$ cat src/gyro_bias_calibrate_convert_defines.svh
// ----------------------------------------------------------------------------
// Gyro bias calibration assertion macros
// Shared concurrent assertion forms for the gyro bias calibration block.
// ----------------------------------------------------------------------------
`ifndef GYRO_BIAS_CALIBRATE_CONVERT_DEFINES_SVH
`define GYRO_BIAS_CALIBRATE_CONVERT_DEFINES_SVH

// Consequent must hold in the same cycle as the antecedent.
`define GBCC_ASSERT_NOW(label, clk, rst_n, ante, cons, msg) \
	label: assert property (@(posedge clk) disable iff (!rst_n) (ante) |-> (cons)) \
	else $error(msg);

// Consequent must hold in the cycle after the antecedent.
`define GBCC_ASSERT_NEXT(label, clk, rst_n, ante, cons, msg) \
	label: assert property (@(posedge clk) disable iff (!rst_n) (ante) |=> (cons)) \
	else $error(msg);

`endif

$ cat src/gbcc_pkg.sv
// ----------------------------------------------------------------------------
// Gyro bias calibration package
// Widths, constants, status codes, sequencer states and control types.
// ----------------------------------------------------------------------------
`default_nettype none

package gbcc_pkg;

	// Field widths
	localparam int RAW_W      = 16;
	localparam int CFG_W      = 16;
	localparam int CFG_ADDR_W = 2;
	localparam int RATE_W     = 25;
	localparam int TEMP_W     = 17;
	localparam int STATUS_W   = 3;
	localparam int NUM_AXES   = 3;
	localparam int IN_DATA_W  = 64;
	localparam int IN_USER_W  = 2;
	localparam int OUT_DATA_W = 96;

	// Parameter defaults
	localparam int FRAC_BITS_DEF  = 8;
	localparam int COUNT_BITS_DEF = 16;

	// Register reset values
	localparam logic [CFG_W-1:0] CAL_SAMPLES_RST = 16'd100;
	localparam logic [CFG_W-1:0] DPS_RST         = 16'd4559;

	// Register indexes
	localparam logic [CFG_ADDR_W-1:0] REG_CAL_SAMPLES = 2'd0;
	localparam logic [CFG_ADDR_W-1:0] REG_DPS_PER_LSB = 2'd1;

	// Saturation limits
	localparam int RATE_MAX = (1 << (RATE_W - 1)) - 1;
	localparam int RATE_MIN = -(1 << (RATE_W - 1));
	localparam int RATE_NEG_MAG = 1 << (RATE_W - 1);
	localparam int TEMP_MAX = (1 << (TEMP_W - 1)) - 1;
	localparam int TEMP_MIN = -(1 << (TEMP_W - 1));

	// Temperature conversion constants
	localparam int TEMP_OFFSET_RAW = 13200;
	localparam int TEMP_DIV        = 280;
	localparam int TEMP_DIV_W      = 9;
	localparam int TEMP_BASE_C     = 35;
	localparam int DPS_SHIFT       = 16;

	localparam logic [1:0] AX_LAST = 2'd2;

	// Result status codes
	typedef enum logic [STATUS_W-1:0] {
		STS_READING    = 3'd0,
		STS_READ_FAIL  = 3'd1,
		STS_CAL_SAMPLE = 3'd2,
		STS_CAL_OK     = 3'd3,
		STS_CAL_FAIL   = 3'd4,
		STS_CAL_START  = 3'd5
	} status_t;

	// Sequencer states
	typedef enum logic [3:0] {
		ST_IDLE,
		ST_DIFF,
		ST_MUL,
		ST_SAT,
		ST_TLOAD,
		ST_TDIV,
		ST_TFIX,
		ST_BLOAD,
		ST_BDIV,
		ST_BFIX,
		ST_DONE
	} seq_state_t;

	// Sequencer strobes to the datapath
	typedef struct packed {
		logic take;
		logic temp_load;
		logic bias_load;
		logic div_step;
		logic emit;
	} seq_ctrl_t;

endpackage

`default_nettype wire

$ cat src/gyro_bias_calibrate_convert.sv
// ----------------------------------------------------------------------------
// Gyro bias calibration and rate conversion
// Averages raw gyro samples into a per-axis bias during a calibration run and
// converts later samples into bias-corrected rates and a temperature, Q8.
// ----------------------------------------------------------------------------
// The block takes one item at a time and gives one result per item. A start
// request, a calibration sample that does not end the run, and a failed read
// go straight to the result. A reading sends its three rate products through
// one multiplier in three steps each, then the temperature goes through the
// shared one-bit-per-cycle divider, DIV_W = 16 + COUNT_BITS + 1 + FRAC_BITS
// bits wide. The sample that ends a run with good samples makes one divider
// pass per axis bias. Input is taken again once the result is moved to the
// output register, which holds it until its transfer.
`default_nettype none

`include "gyro_bias_calibrate_convert_defines.svh"

module gyro_bias_calibrate_convert
	import gbcc_pkg::*;
#(
	parameter int FRAC_BITS  = FRAC_BITS_DEF,
	parameter int COUNT_BITS = COUNT_BITS_DEF
) (
	input  wire logic                  clk,
	input  wire logic                  arst_n,
	// Configuration writes
	input  wire logic                  cfg_valid,
	output logic                       cfg_ready,
	input  wire logic [CFG_ADDR_W-1:0] cfg_addr,
	input  wire logic [CFG_W-1:0]      cfg_data,
	// Input stream
	input  wire logic                  s_tvalid,
	output logic                       s_tready,
	// gyro_x[15:0], gyro_y[31:16], gyro_z[47:32], temp_raw[63:48]
	input  wire logic [IN_DATA_W-1:0]  s_tdata,
	// req_type[0], sample_ok[1]
	input  wire logic [IN_USER_W-1:0]  s_tuser,
	// Result stream
	output logic                       m_tvalid,
	input  wire logic                  m_tready,
	// rate_x[24:0], rate_y[49:25], rate_z[74:50], temp_q8[91:75], zeros above
	output logic [OUT_DATA_W-1:0]      m_tdata,
	// status[2:0]
	output logic [STATUS_W-1:0]        m_tuser
);

	localparam int SUM_W     = RAW_W + COUNT_BITS + 1;
	localparam int DIV_W     = SUM_W + FRAC_BITS;
	localparam int DVS_W     = (COUNT_BITS > TEMP_DIV_W) ? COUNT_BITS : TEMP_DIV_W;
	localparam int CNT_W     = $clog2(DIV_W + 1);
	localparam int DIFF_W    = ((RAW_W + FRAC_BITS > RATE_W) ? RAW_W + FRAC_BITS : RATE_W) + 1;
	localparam int PROD_W    = DIFF_W + CFG_W + 1;
	localparam int TQ_W      = RAW_W + FRAC_BITS;
	localparam int TSUM_W    = TQ_W + 2;
	localparam int TN_W      = RAW_W + 1;
	localparam int COUNT_MAX = (1 << COUNT_BITS) - 1;

	// Configuration registers
	logic [CFG_W-1:0] cal_samples_q;
	logic [CFG_W-1:0] dps_q;

	// Architectural state
	logic                    cal_q;
	logic [COUNT_BITS-1:0]   left_q;
	logic [COUNT_BITS-1:0]   good_q;
	logic signed [SUM_W-1:0] sum_q [NUM_AXES];
	logic signed [RATE_W-1:0] bias_q [NUM_AXES];

	// Sequencer
	seq_state_t state_q, state_d;
	seq_ctrl_t  ctrl;
	logic [1:0] ax_q;

	// Working registers
	logic signed [RAW_W-1:0]  raw_q [NUM_AXES];
	logic signed [RAW_W-1:0]  traw_q;
	logic signed [DIFF_W-1:0] diff_q;
	logic signed [PROD_W-1:0] prod_q;
	logic signed [RATE_W-1:0] rate_q [NUM_AXES];
	logic signed [TEMP_W-1:0] temp_q;
	status_t                  status_q;

	// Shared divider
	logic [DIV_W-1:0] quo_q;
	logic [DVS_W-1:0] rem_q;
	logic [DVS_W-1:0] dvs_q;
	logic [CNT_W-1:0] cnt_q;
	logic             neg_q;

	// Output register
	logic                  m_tvalid_q;
	logic [OUT_DATA_W-1:0] m_tdata_q;
	logic [STATUS_W-1:0]   m_tuser_q;

	// Input unpacking and decisions taken at the input transfer
	logic                    in_req;
	logic                    in_ok;
	logic signed [RAW_W-1:0] in_gyro [NUM_AXES];
	logic signed [RAW_W-1:0] in_temp;
	logic [COUNT_BITS-1:0]   start_cnt;
	logic [COUNT_BITS-1:0]   good_nxt;
	logic                    run_ends;

	always_comb begin
		in_req     = s_tuser[0];
		in_ok      = s_tuser[1];
		in_gyro[0] = s_tdata[15:0];
		in_gyro[1] = s_tdata[31:16];
		in_gyro[2] = s_tdata[47:32];
		in_temp    = s_tdata[63:48];
		start_cnt  = (cal_samples_q > CFG_W'(COUNT_MAX)) ? COUNT_BITS'(COUNT_MAX)
		                                                 : cal_samples_q[COUNT_BITS-1:0];
		good_nxt   = good_q + COUNT_BITS'(in_ok);
		run_ends   = (left_q == COUNT_BITS'(1));
	end

	// Divider step: one quotient bit per cycle
	logic [DVS_W:0] div_rem_w;
	logic           div_ge;
	logic [DVS_W:0] div_rem_nxt;

	always_comb begin
		div_rem_w   = {rem_q, quo_q[DIV_W-1]};
		div_ge      = (div_rem_w >= {1'b0, dvs_q});
		div_rem_nxt = div_ge ? (div_rem_w - {1'b0, dvs_q}) : div_rem_w;
	end

	// Operand selection for divider loads
	logic signed [TN_W-1:0]  tn;
	logic [RAW_W-1:0]        tn_mag;
	logic signed [SUM_W-1:0] bsum;
	logic [SUM_W-1:0]        bsum_mag;

	always_comb begin
		tn       = TN_W'(traw_q) + TN_W'(TEMP_OFFSET_RAW);
		tn_mag   = tn[TN_W-1] ? RAW_W'(-tn) : RAW_W'(tn);
		bsum     = sum_q[ax_q];
		bsum_mag = bsum[SUM_W-1] ? SUM_W'(-bsum) : SUM_W'(bsum);
	end

	// Rate saturation after the product
	logic signed [PROD_W-1:0] prod_shr;
	logic signed [RATE_W-1:0] rate_sat;

	always_comb begin
		prod_shr = prod_q >>> DPS_SHIFT;
		if (prod_shr > PROD_W'(RATE_MAX)) begin
			rate_sat = RATE_W'(RATE_MAX);
		end else if (prod_shr < PROD_W'(RATE_MIN)) begin
			rate_sat = RATE_W'(RATE_MIN);
		end else begin
			rate_sat = RATE_W'(prod_shr);
		end
	end

	// Bias from the quotient magnitude, saturated
	logic signed [RATE_W-1:0] bias_sat;

	always_comb begin
		if (neg_q) begin
			if (quo_q > DIV_W'(RATE_NEG_MAG)) begin
				bias_sat = RATE_W'(RATE_MIN);
			end else begin
				bias_sat = -$signed(quo_q[RATE_W-1:0]);
			end
		end else begin
			if (quo_q > DIV_W'(RATE_MAX)) begin
				bias_sat = RATE_W'(RATE_MAX);
			end else begin
				bias_sat = $signed(quo_q[RATE_W-1:0]);
			end
		end
	end

	// Temperature: floor division from the magnitude quotient, offset, saturate
	logic signed [TSUM_W-1:0] tq_floor;
	logic signed [TSUM_W-1:0] t_sum;
	logic signed [TEMP_W-1:0] temp_sat;

	always_comb begin
		if (neg_q) begin
			tq_floor = -(TSUM_W'(quo_q[TQ_W-1:0]) + TSUM_W'(rem_q != '0));
		end else begin
			tq_floor = TSUM_W'(quo_q[TQ_W-1:0]);
		end
		t_sum = (TSUM_W'(TEMP_BASE_C) <<< FRAC_BITS) + tq_floor;
		if (t_sum > TSUM_W'(TEMP_MAX)) begin
			temp_sat = TEMP_W'(TEMP_MAX);
		end else if (t_sum < TSUM_W'(TEMP_MIN)) begin
			temp_sat = TEMP_W'(TEMP_MIN);
		end else begin
			temp_sat = TEMP_W'(t_sum);
		end
	end

	// Configuration register writes
	assign cfg_ready = 1'b1;

	always_ff @(posedge clk or negedge arst_n) begin
		if (!arst_n) begin
			cal_samples_q <= CAL_SAMPLES_RST;
			dps_q         <= DPS_RST;
		end else if (cfg_valid && cfg_ready) begin
			case (cfg_addr)
				REG_CAL_SAMPLES: cal_samples_q <= cfg_data;
				REG_DPS_PER_LSB: dps_q         <= cfg_data;
				default: begin
				end
			endcase
		end
	end

	// Sequencer next state
	always_comb begin
		state_d = state_q;
		case (state_q)
			ST_IDLE: begin
				if (s_tvalid) begin
					if (in_req) begin
						state_d = ST_DONE;
					end else if (cal_q) begin
						state_d = (run_ends && good_nxt != '0) ? ST_BLOAD : ST_DONE;
					end else if (!in_ok) begin
						state_d = ST_DONE;
					end else begin
						state_d = ST_DIFF;
					end
				end
			end
			ST_DIFF:  state_d = ST_MUL;
			ST_MUL:   state_d = ST_SAT;
			ST_SAT:   state_d = (ax_q == AX_LAST) ? ST_TLOAD : ST_DIFF;
			ST_TLOAD: state_d = ST_TDIV;
			ST_TDIV:  state_d = (cnt_q == CNT_W'(1)) ? ST_TFIX : ST_TDIV;
			ST_TFIX:  state_d = ST_DONE;
			ST_BLOAD: state_d = ST_BDIV;
			ST_BDIV:  state_d = (cnt_q == CNT_W'(1)) ? ST_BFIX : ST_BDIV;
			ST_BFIX:  state_d = (ax_q == AX_LAST) ? ST_DONE : ST_BLOAD;
			ST_DONE:  state_d = (!m_tvalid_q || m_tready) ? ST_IDLE : ST_DONE;
			default:  state_d = ST_IDLE;
		endcase
	end

	// Sequencer strobes
	always_comb begin
		ctrl = '0;
		case (state_q)
			ST_IDLE:  ctrl.take      = 1'b1;
			ST_TLOAD: ctrl.temp_load = 1'b1;
			ST_BLOAD: ctrl.bias_load = 1'b1;
			ST_TDIV:  ctrl.div_step  = 1'b1;
			ST_BDIV:  ctrl.div_step  = 1'b1;
			ST_DONE:  ctrl.emit      = !m_tvalid_q || m_tready;
			default: begin
			end
		endcase
	end

	assign s_tready = ctrl.take;

	always_ff @(posedge clk or negedge arst_n) begin
		if (!arst_n) begin
			state_q <= ST_IDLE;
		end else begin
			state_q <= state_d;
		end
	end

	// Control and architectural state
	always_ff @(posedge clk or negedge arst_n) begin
		if (!arst_n) begin
			cal_q      <= 1'b0;
			left_q     <= '0;
			good_q     <= '0;
			ax_q       <= '0;
			cnt_q      <= '0;
			m_tvalid_q <= 1'b0;
			for (int i = 0; i < NUM_AXES; i++) begin
				sum_q[i]  <= '0;
				bias_q[i] <= '0;
			end
		end else begin
			// Calibration bookkeeping on each input transfer
			if (ctrl.take && s_tvalid) begin
				ax_q <= '0;
				if (in_req) begin
					good_q <= '0;
					left_q <= start_cnt;
					cal_q  <= (start_cnt != '0);
					for (int i = 0; i < NUM_AXES; i++) begin
						sum_q[i] <= '0;
					end
				end else if (cal_q) begin
					if (in_ok) begin
						for (int i = 0; i < NUM_AXES; i++) begin
							sum_q[i] <= sum_q[i] + SUM_W'(in_gyro[i]);
						end
					end
					good_q <= good_nxt;
					left_q <= left_q - COUNT_BITS'(1);
					if (run_ends) begin
						cal_q <= 1'b0;
					end
				end
			end

			// Axis walk
			if (state_q == ST_SAT) begin
				ax_q <= (ax_q == AX_LAST) ? 2'd0 : ax_q + 2'd1;
			end
			if (state_q == ST_BFIX) begin
				bias_q[ax_q] <= bias_sat;
				ax_q         <= (ax_q == AX_LAST) ? 2'd0 : ax_q + 2'd1;
			end

			// Divider step count
			if (ctrl.temp_load || ctrl.bias_load) begin
				cnt_q <= CNT_W'(DIV_W);
			end else if (ctrl.div_step) begin
				cnt_q <= cnt_q - CNT_W'(1);
			end

			// Output register valid
			if (ctrl.emit) begin
				m_tvalid_q <= 1'b1;
			end else if (m_tready) begin
				m_tvalid_q <= 1'b0;
			end
		end
	end

	// Datapath registers
	always_ff @(posedge clk) begin
		// Capture the item and decide the status
		if (ctrl.take && s_tvalid) begin
			for (int i = 0; i < NUM_AXES; i++) begin
				raw_q[i]  <= in_gyro[i];
				rate_q[i] <= '0;
			end
			traw_q <= in_temp;
			temp_q <= '0;
			if (in_req) begin
				status_q <= (start_cnt != '0) ? STS_CAL_START : STS_CAL_FAIL;
			end else if (cal_q) begin
				if (run_ends) begin
					status_q <= (good_nxt == '0) ? STS_CAL_FAIL : STS_CAL_OK;
				end else begin
					status_q <= STS_CAL_SAMPLE;
				end
			end else if (!in_ok) begin
				status_q <= STS_READ_FAIL;
			end else begin
				status_q <= STS_READING;
			end
		end

		// Rate: scaled raw minus bias, product, then shift and saturate
		if (state_q == ST_DIFF) begin
			diff_q <= (DIFF_W'(raw_q[ax_q]) <<< FRAC_BITS) - DIFF_W'(bias_q[ax_q]);
		end
		if (state_q == ST_MUL) begin
			prod_q <= PROD_W'(diff_q) * PROD_W'($signed({1'b0, dps_q}));
		end
		if (state_q == ST_SAT) begin
			rate_q[ax_q] <= rate_sat;
		end

		// Divider loads and steps
		if (ctrl.temp_load) begin
			neg_q <= tn[TN_W-1];
			quo_q <= DIV_W'(tn_mag) << FRAC_BITS;
			rem_q <= '0;
			dvs_q <= DVS_W'(TEMP_DIV);
		end else if (ctrl.bias_load) begin
			neg_q <= bsum[SUM_W-1];
			quo_q <= DIV_W'(bsum_mag) << FRAC_BITS;
			rem_q <= '0;
			dvs_q <= DVS_W'(good_q);
		end else if (ctrl.div_step) begin
			quo_q <= {quo_q[DIV_W-2:0], div_ge};
			rem_q <= div_rem_nxt[DVS_W-1:0];
		end

		if (state_q == ST_TFIX) begin
			temp_q <= temp_sat;
		end

		// Result into the output register
		if (ctrl.emit) begin
			m_tdata_q <= OUT_DATA_W'({temp_q, rate_q[2], rate_q[1], rate_q[0]});
			m_tuser_q <= status_q;
		end
	end

	assign m_tvalid = m_tvalid_q;
	assign m_tdata  = m_tdata_q;
	assign m_tuser  = m_tuser_q;

	// Checks on the sequencer and calibration state
	`GBCC_ASSERT_NEXT(a_take_leaves_idle, clk, arst_n, s_tvalid && s_tready,
		state_q != ST_IDLE, "accepted item did not start processing")
	`GBCC_ASSERT_NOW(a_div_count_live, clk, arst_n,
		state_q == ST_TDIV || state_q == ST_BDIV,
		cnt_q != '0, "divider running with an empty step count")
	`GBCC_ASSERT_NOW(a_run_matches_left, clk, arst_n, 1'b1,
		cal_q == (left_q != '0), "calibration flag disagrees with samples left")
	`GBCC_ASSERT_NOW(a_nonreading_zero, clk, arst_n,
		m_tvalid && m_tuser != STS_READING,
		m_tdata == '0, "non-reading result carries nonzero data")

endmodule

`default_nettype wire

$ cat config.mk
export PLATFORM = sky130hd
export DESIGN_NAME = gyro_bias_calibrate_convert
export DESIGN_NICKNAME = d
export VERILOG_FILES = /design/src/gbcc_pkg.sv /design/src/gyro_bias_calibrate_convert.sv
export VERILOG_INCLUDE_DIRS = /design/src /design/src/src
export SDC_FILE = /design/constraint.sdc
export NUM_CORES = 2
export LEC_CHECK = 0
export BUFFER_PORTS_ARGS = -buffer_cell sky130_fd_sc_hd__buf_2
export CAP_MARGIN = 15
export CORE_UTILIZATION = 52
export DETAILED_ROUTE_END_ITERATION = 8
export HOLD_SLACK_MARGIN = 0.02
export MAX_ROUTING_LAYER = met4
export PLACE_DENSITY = 0.69
export SLEW_MARGIN = 20
export SYNTH_ARGS = -nofsm -noshare
export SYNTH_HDL_FRONTEND = slang
export SYNTH_SLANG_ARGS = --single-unit
$ cat constraint.sdc
create_clock -name clk -period 26 [get_ports clk]
set_input_delay 5.2 -clock clk [delete_from_list [all_inputs] [get_ports clk]]
set_output_delay 5.2 -clock clk [all_outputs]
set_load 0.02 [all_outputs]
**Word level (Yosys, flattened, before mapping)**

Memories as Yosys holds them, arrays and structs flattened. A register that Yosys moved wholly into a read port is not among the register bits.
Cells that the tools add are included.

- Input port bits: 89
- Memory bits (writable): 123
- Bits in registers: 526
- Memories kept: 2

- $mul: 1
- Eq/ne operators: 15
- Add/subtract/negate cells: 16
- Mux-type cells: 75
- Bitwise operators: 1
- Magnitude comparators: 10
- Reduce and logical (&&, ||, !) cells: 28

Memory list:

| memory | depth | bits a word | read ports | clocked after Yosys merged registers in | write ports | RTL line | RTL |
|---|---|---|---|---|---|---|---|
| rate_q | 3 | 25 | 3 | 3 | 3 | gyro_bias_calibrate_convert.sv:79 | `logic signed [RATE_W-1:0] rate_q [NUM_AXES];` |
| raw_q | 3 | 16 | 1 | 0 | 3 | gyro_bias_calibrate_convert.sv:75 | `logic signed [RAW_W-1:0] raw_q [NUM_AXES];` |

Operator list:

| cell | number |
|---|---|
| $mux W99 | 3 |
| $mux W25 | 9 |
| $mux W16 | 7 |
| $add A33 B16 Y33 | 3 |
| $mux W33 | 3 |
| $mux W41 | 2 |
| $bwmux W75 | 1 |
| $mux W17 | 4 |
| $bmux W33 S2 | 1 |
| $bmux W25 S2 | 1 |
| $demux W25 S2 | 1 |
| $reduce_bool A16 Y1 | 3 |
| $pmux W4 S11 | 1 |
| $mul A26 B17 Y43 | 1 |
| $gt A41 B24 Y1 const B | 1 |
| $gt A41 B25 Y1 const B | 1 |
| $neg A33 Y33 | 1 |
| $mux W4 | 7 |
| $gt A27 B25 Y1 const B | 1 |
| $lt A27 B25 Y1 const B | 1 |
| $add A15 B26 Y26 const A | 1 |
| $gt A26 B17 Y1 const B | 1 |
| $lt A26 B17 Y1 const B | 1 |
| $mux W26 | 1 |
| 42 further kinds | 90 |

**Depth between registers and ports, before layout**

- Depth in word-level cells: 9
- Gate-level depth with buffers: 27

**Worst setup path after synthesis**

Ideal clock, no wire load.

- Path kind: input to register
- Start: input m_tready
- End: register m_tdata_q[0], in the netlist m_tdata[0], read port of rate_q (enable)
- Required time: 25.316 ns
- Data arrival time: 12.226 ns
- Setup slack: 13.089 ns
- Stages: 2
- Path buffers: 0
- Library setup time: 0.684 ns
- Cells stage by stage: nand2b_1 -> nor3b_1

RTL lines:

| item | RTL line | RTL |
|---|---|---|
| start, declared | gyro_bias_calibrate_convert.sv:40 | `input wire logic m_tready,` |
| end, declared | gyro_bias_calibrate_convert.sv:92 | `logic [OUT_DATA_W-1:0] m_tdata_q;` |

**Worst setup path in the final report**

- Start: input s_tuser[0]
- End: register sum_q[98] in the netlist's numbering

- Longest elaborated chain between the ends: 2

RTL lines:

| item | RTL line | RTL |
|---|---|---|
| start, declared | gyro_bias_calibrate_convert.sv:37 | `input wire logic [IN_USER_W-1:0] s_tuser,` |
| $reduce_bool A2 Y1 (no source line) | - |  |
| $reduce_and A3 Y1 (no source line) | - |  |
| end signal, assigned by index | gyro_bias_calibrate_convert.sv:296 | `sum_q[i] <= sum_q[i] + SUM_W'(in_gyro[i]);` |
| end, declared | gyro_bias_calibrate_convert.sv:66 | `logic signed [SUM_W-1:0] sum_q [NUM_AXES];` |

Several ways; a longest one is shown, not always the timed one.
A chain may end at the register's enable or synchronous reset.

==> results.json <==
{
  "outcome": "complete, no violations",
  "max_cap_violations": 0,
  "syn_avg_cell_area_um2": 9.54,
  "min_period_over_period_pct": 33.0,
  "fmax_mhz": 117,
  "critPathLaunchType": "input port",
  "syn_inst": 5194,
  "synth-main-ff-cell": "edfxtp_1",
  "ant_nets": 0,
  "async_flop_share_pct": 39.8,
  "post_cts_buffers": 0,
  "seq_area_frac_synth_pct": 34.7,
  "antenna_found_initial": 2,
  "numCtsBuffers": 71,
  "grt_max_degree": 95,
  "gp_congestion": 0.930,
  "clockRootBuffer": "clkbuf_16",
  "grt_first_pass_wirelength_um": 206000,
  "hold_viol": 0,
  "grtUsageTotal_pct": 27.6,
  "maxSlewViolCount": 0,
  "crit_end": "sum_q[98]",
  "cp_slowest_cell": "clkinv_1",
  "slowest_delay_ns": 0.83,
  "grt_overflow": 0,
  "multi_input_area_um2": 29200,
  "die_height_um": 311,
  "ys_ff_latch": 633,
  "finalNetCount": 6086,
  "synth_edf_count": 324,
  "ys_types": 89,
  "r2r_setup_slack_ns": 18.17,
  "avgViaCountPerCell": 5.68,
  "clock-sinks": 633,
  "min_period_ns": 8.57,
  "syn_area_um2": 49500,
  "dieArea_um2": 96500,
  "critPathLaunch": "s_tuser[0]",
  "path_max_fanout": 44,
  "portBuffers": 185,
  "regArea_um2": 17200,
  "syn_to_final_growth_pct": 9.01,
  "first_global_vias": 37700,
  "wl_per_cell_um": 19.3,
  "htreeDepth": 3,
  "drtIter0Drc": 2863,
  "tritoncts": "built",
  "num_rows": 112,
  "cp.required_ns": 26.49,
  "ctsLongestPathBuffers": 3,
  "clkSlewWorstSetupHoldPaths_ns": 0.06,
  "setup-tns-final_ns": 0,
  "rsz0062_at_grt": "no",
  "wl_um": 127000,
  "fin_worst_skew_ns": 0.0350,
  "rr_worst_depth": 24,
  "core_um2": 93900,
  "worst_pin_slew_ns": 1.05,
  "critPathArrivalTime_ns": 9.06,
  "reg2reg_from": "diff_q[8]",
  "r2r_end": "prod_q[38]",
  "dp_hpwl_um": 92400,
  "initial_core_util_pct": 52.8,
  "holdCritPathClass": "flop to flop",
  "postCtsResizedCells": 0,
  "drive_above_1_share_pct": 8.34,
  "crit_type": "input port to flop",
  "drtPass1Iterations": 5,
  "fp.dieW_um": 311,
  "path_cells": "buf_2 -> clkinv_1 -> nand2_1 -> nor2_1 -> buf_4 -> nand2_2 -> buf_4 -> nor4b_1 -> a2111oi_0 -> a31oi_1",
  "routed-via-count": 37400,
  "drc": 0,
  "yosys_warnings": 0,
  "cp_common_cell": "buf_4",
  "io_pins": 191,
  "setup_viol": 0,
  "hold_buffers": 0,
  "fillers": 8193,
  "slew_headroom_pct": 30.0,
  "end_kind": "flop",
  "clock_latency_ns": 0.65
}
per-stage QoR:
stage / hold slack (ns) / setup WS [ns] / instances / cell area (um2) / util [%]
global placement: 0.402 / 16.83 / 6456 / 51600 / 55.0
finish: 0.417 / 17.43 / 6590 / 54000 / 57.5
global route: 0.422 / 17.17 / 6590 / 54000 / 57.5
CTS: 0.418 / 17.41 / 6588 / 54000 / 57.5
detailed placement: 0.405 / 16.75 / 6456 / 51600 / 55.0
floorplan: 0.400 / 13.09 / 5197 / 49500 / -
critical path, delay by kind of cell:
family                 cells  cell delay [ns]
and+or+nand+nor            4             1.11
AOI/OAI and AO/OA          2             0.51
buffers and inverters      4             2.15
how the worst min path moves through the flow:
stage,from,end,slack [ns],cells past startpoint
after floorplan,rate_q[0][0],m_tdata[0],0.40,0
after global placement,rate_q[0][17],m_tdata[17],0.40,0
after detailed placement,rate_q[0][13],m_tdata[13],0.40,0
after CTS,temp_q[4],m_tdata[79],0.42,0
after global routing,rate_q[2][2],m_tdata[52],0.42,0
final,rate_q[2][8],m_tdata[58],0.42,0
metal layers:
layer	up-vias	global-route usage [%]	share of wire, %
met4	0	10.2	3.9
li1	17700	-	-
met2	1139	46.3	49
met1	18400	34.1	41
met5	-	-	0
met3	255	3.31	5.4
cells in the final DEF, fill, tap and decap left out, types with 19 or more instances in the layout:
cell / n
a211oi_1: 23
mux2_2: 32
buf_2: 184
dfxtp_1: 57
nor2b_1: 23
mux2i_1: 95
and3_1: 35
and2_1: 162
buf_4: 53
nand2_1: 730
edfxtp_1: 324
o21ai_0: 402
a21oi_1: 268
or3_1: 19
ha_1: 315
nor4_1: 26
clkbuf_1: 20
o21bai_1: 23
o31ai_1: 22
nor3_1: 66
nand4_1: 29
xnor2_1: 134
inv_1: 615
a21o_1: 85
nand3_1: 60
nand2b_1: 24
clkbuf_16: 73
nor2_1: 296
dfrtp_1: 239
a221oi_1: 27
a31oi_1: 35
fa_1: 407
xor2_1: 85
cell usage after synthesis, types with 35 or more instances:
master / count / area share (%)
inv_1: 616 / 4.7
o21ai_0: 403 / 4.1
nand2_1: 733 / 5.6
mux2i_1: 95 / 1.9
nor3_1: 68 / 0.69
nand3_1: 60 / 0.61
a21o_1: 85 / 1.3
fa_1: 407 / 16
a21oi_1: 270 / 2.7
and3_1: 36 / 0.45
nor2_1: 297 / 2.3
edfxtp_1: 324 / 20
clkbuf_1: 207 / 1.6
a31oi_1: 35 / 0.44
xor2_1: 85 / 1.5
dfrtp_1: 241 / 12
ha_1: 315 / 8.0
and2_1: 162 / 2.0
dfxtp_1: 57 / 2.3
xnor2_1: 134 / 2.4
sequential cells by signal (all words and copies together), names as in the netlist, 17 cells and up:
name and flops:
rate_q 75, sum_q 99, quo_q 41, prod_q 27, temp_q 17, m_tdata 92, diff_q 26, bias_q 75
raw_q 48
final cells by class:
cell class / count / share of cell area [%]
Inverter: 617 / 4.29
Clock inverter: 38 / 0.869
Tap cell: 1254 / 2.91
Antenna cell: 2 / 0.00927
Sequential cell: 633 / 31.8
Multi-Input combinational cell: 3714 / 54.1
Timing Repair Buffer: 238 / 2.47
Clock buffer: 94 / 3.54
cells by family (layout without fill, tap and decap cells):
family,count (synthesis),after routing,share of synthesized area [%]
and+or+nand+nor,1546,1546,14.3
AOI/OAI and AO/OA,1095,1095,13.5
buffers and inverters,850,987,6.52
adders and majority gates,722,722,24.4
DFF,633,633,34.7
xor gates and xnor gates,219,219,3.87
muxes,127,127,2.65
other,2,7,0.0152
Power is not shown: default switching activity piles up to over one toggle a cycle in this logic, so the estimate is an artifact.
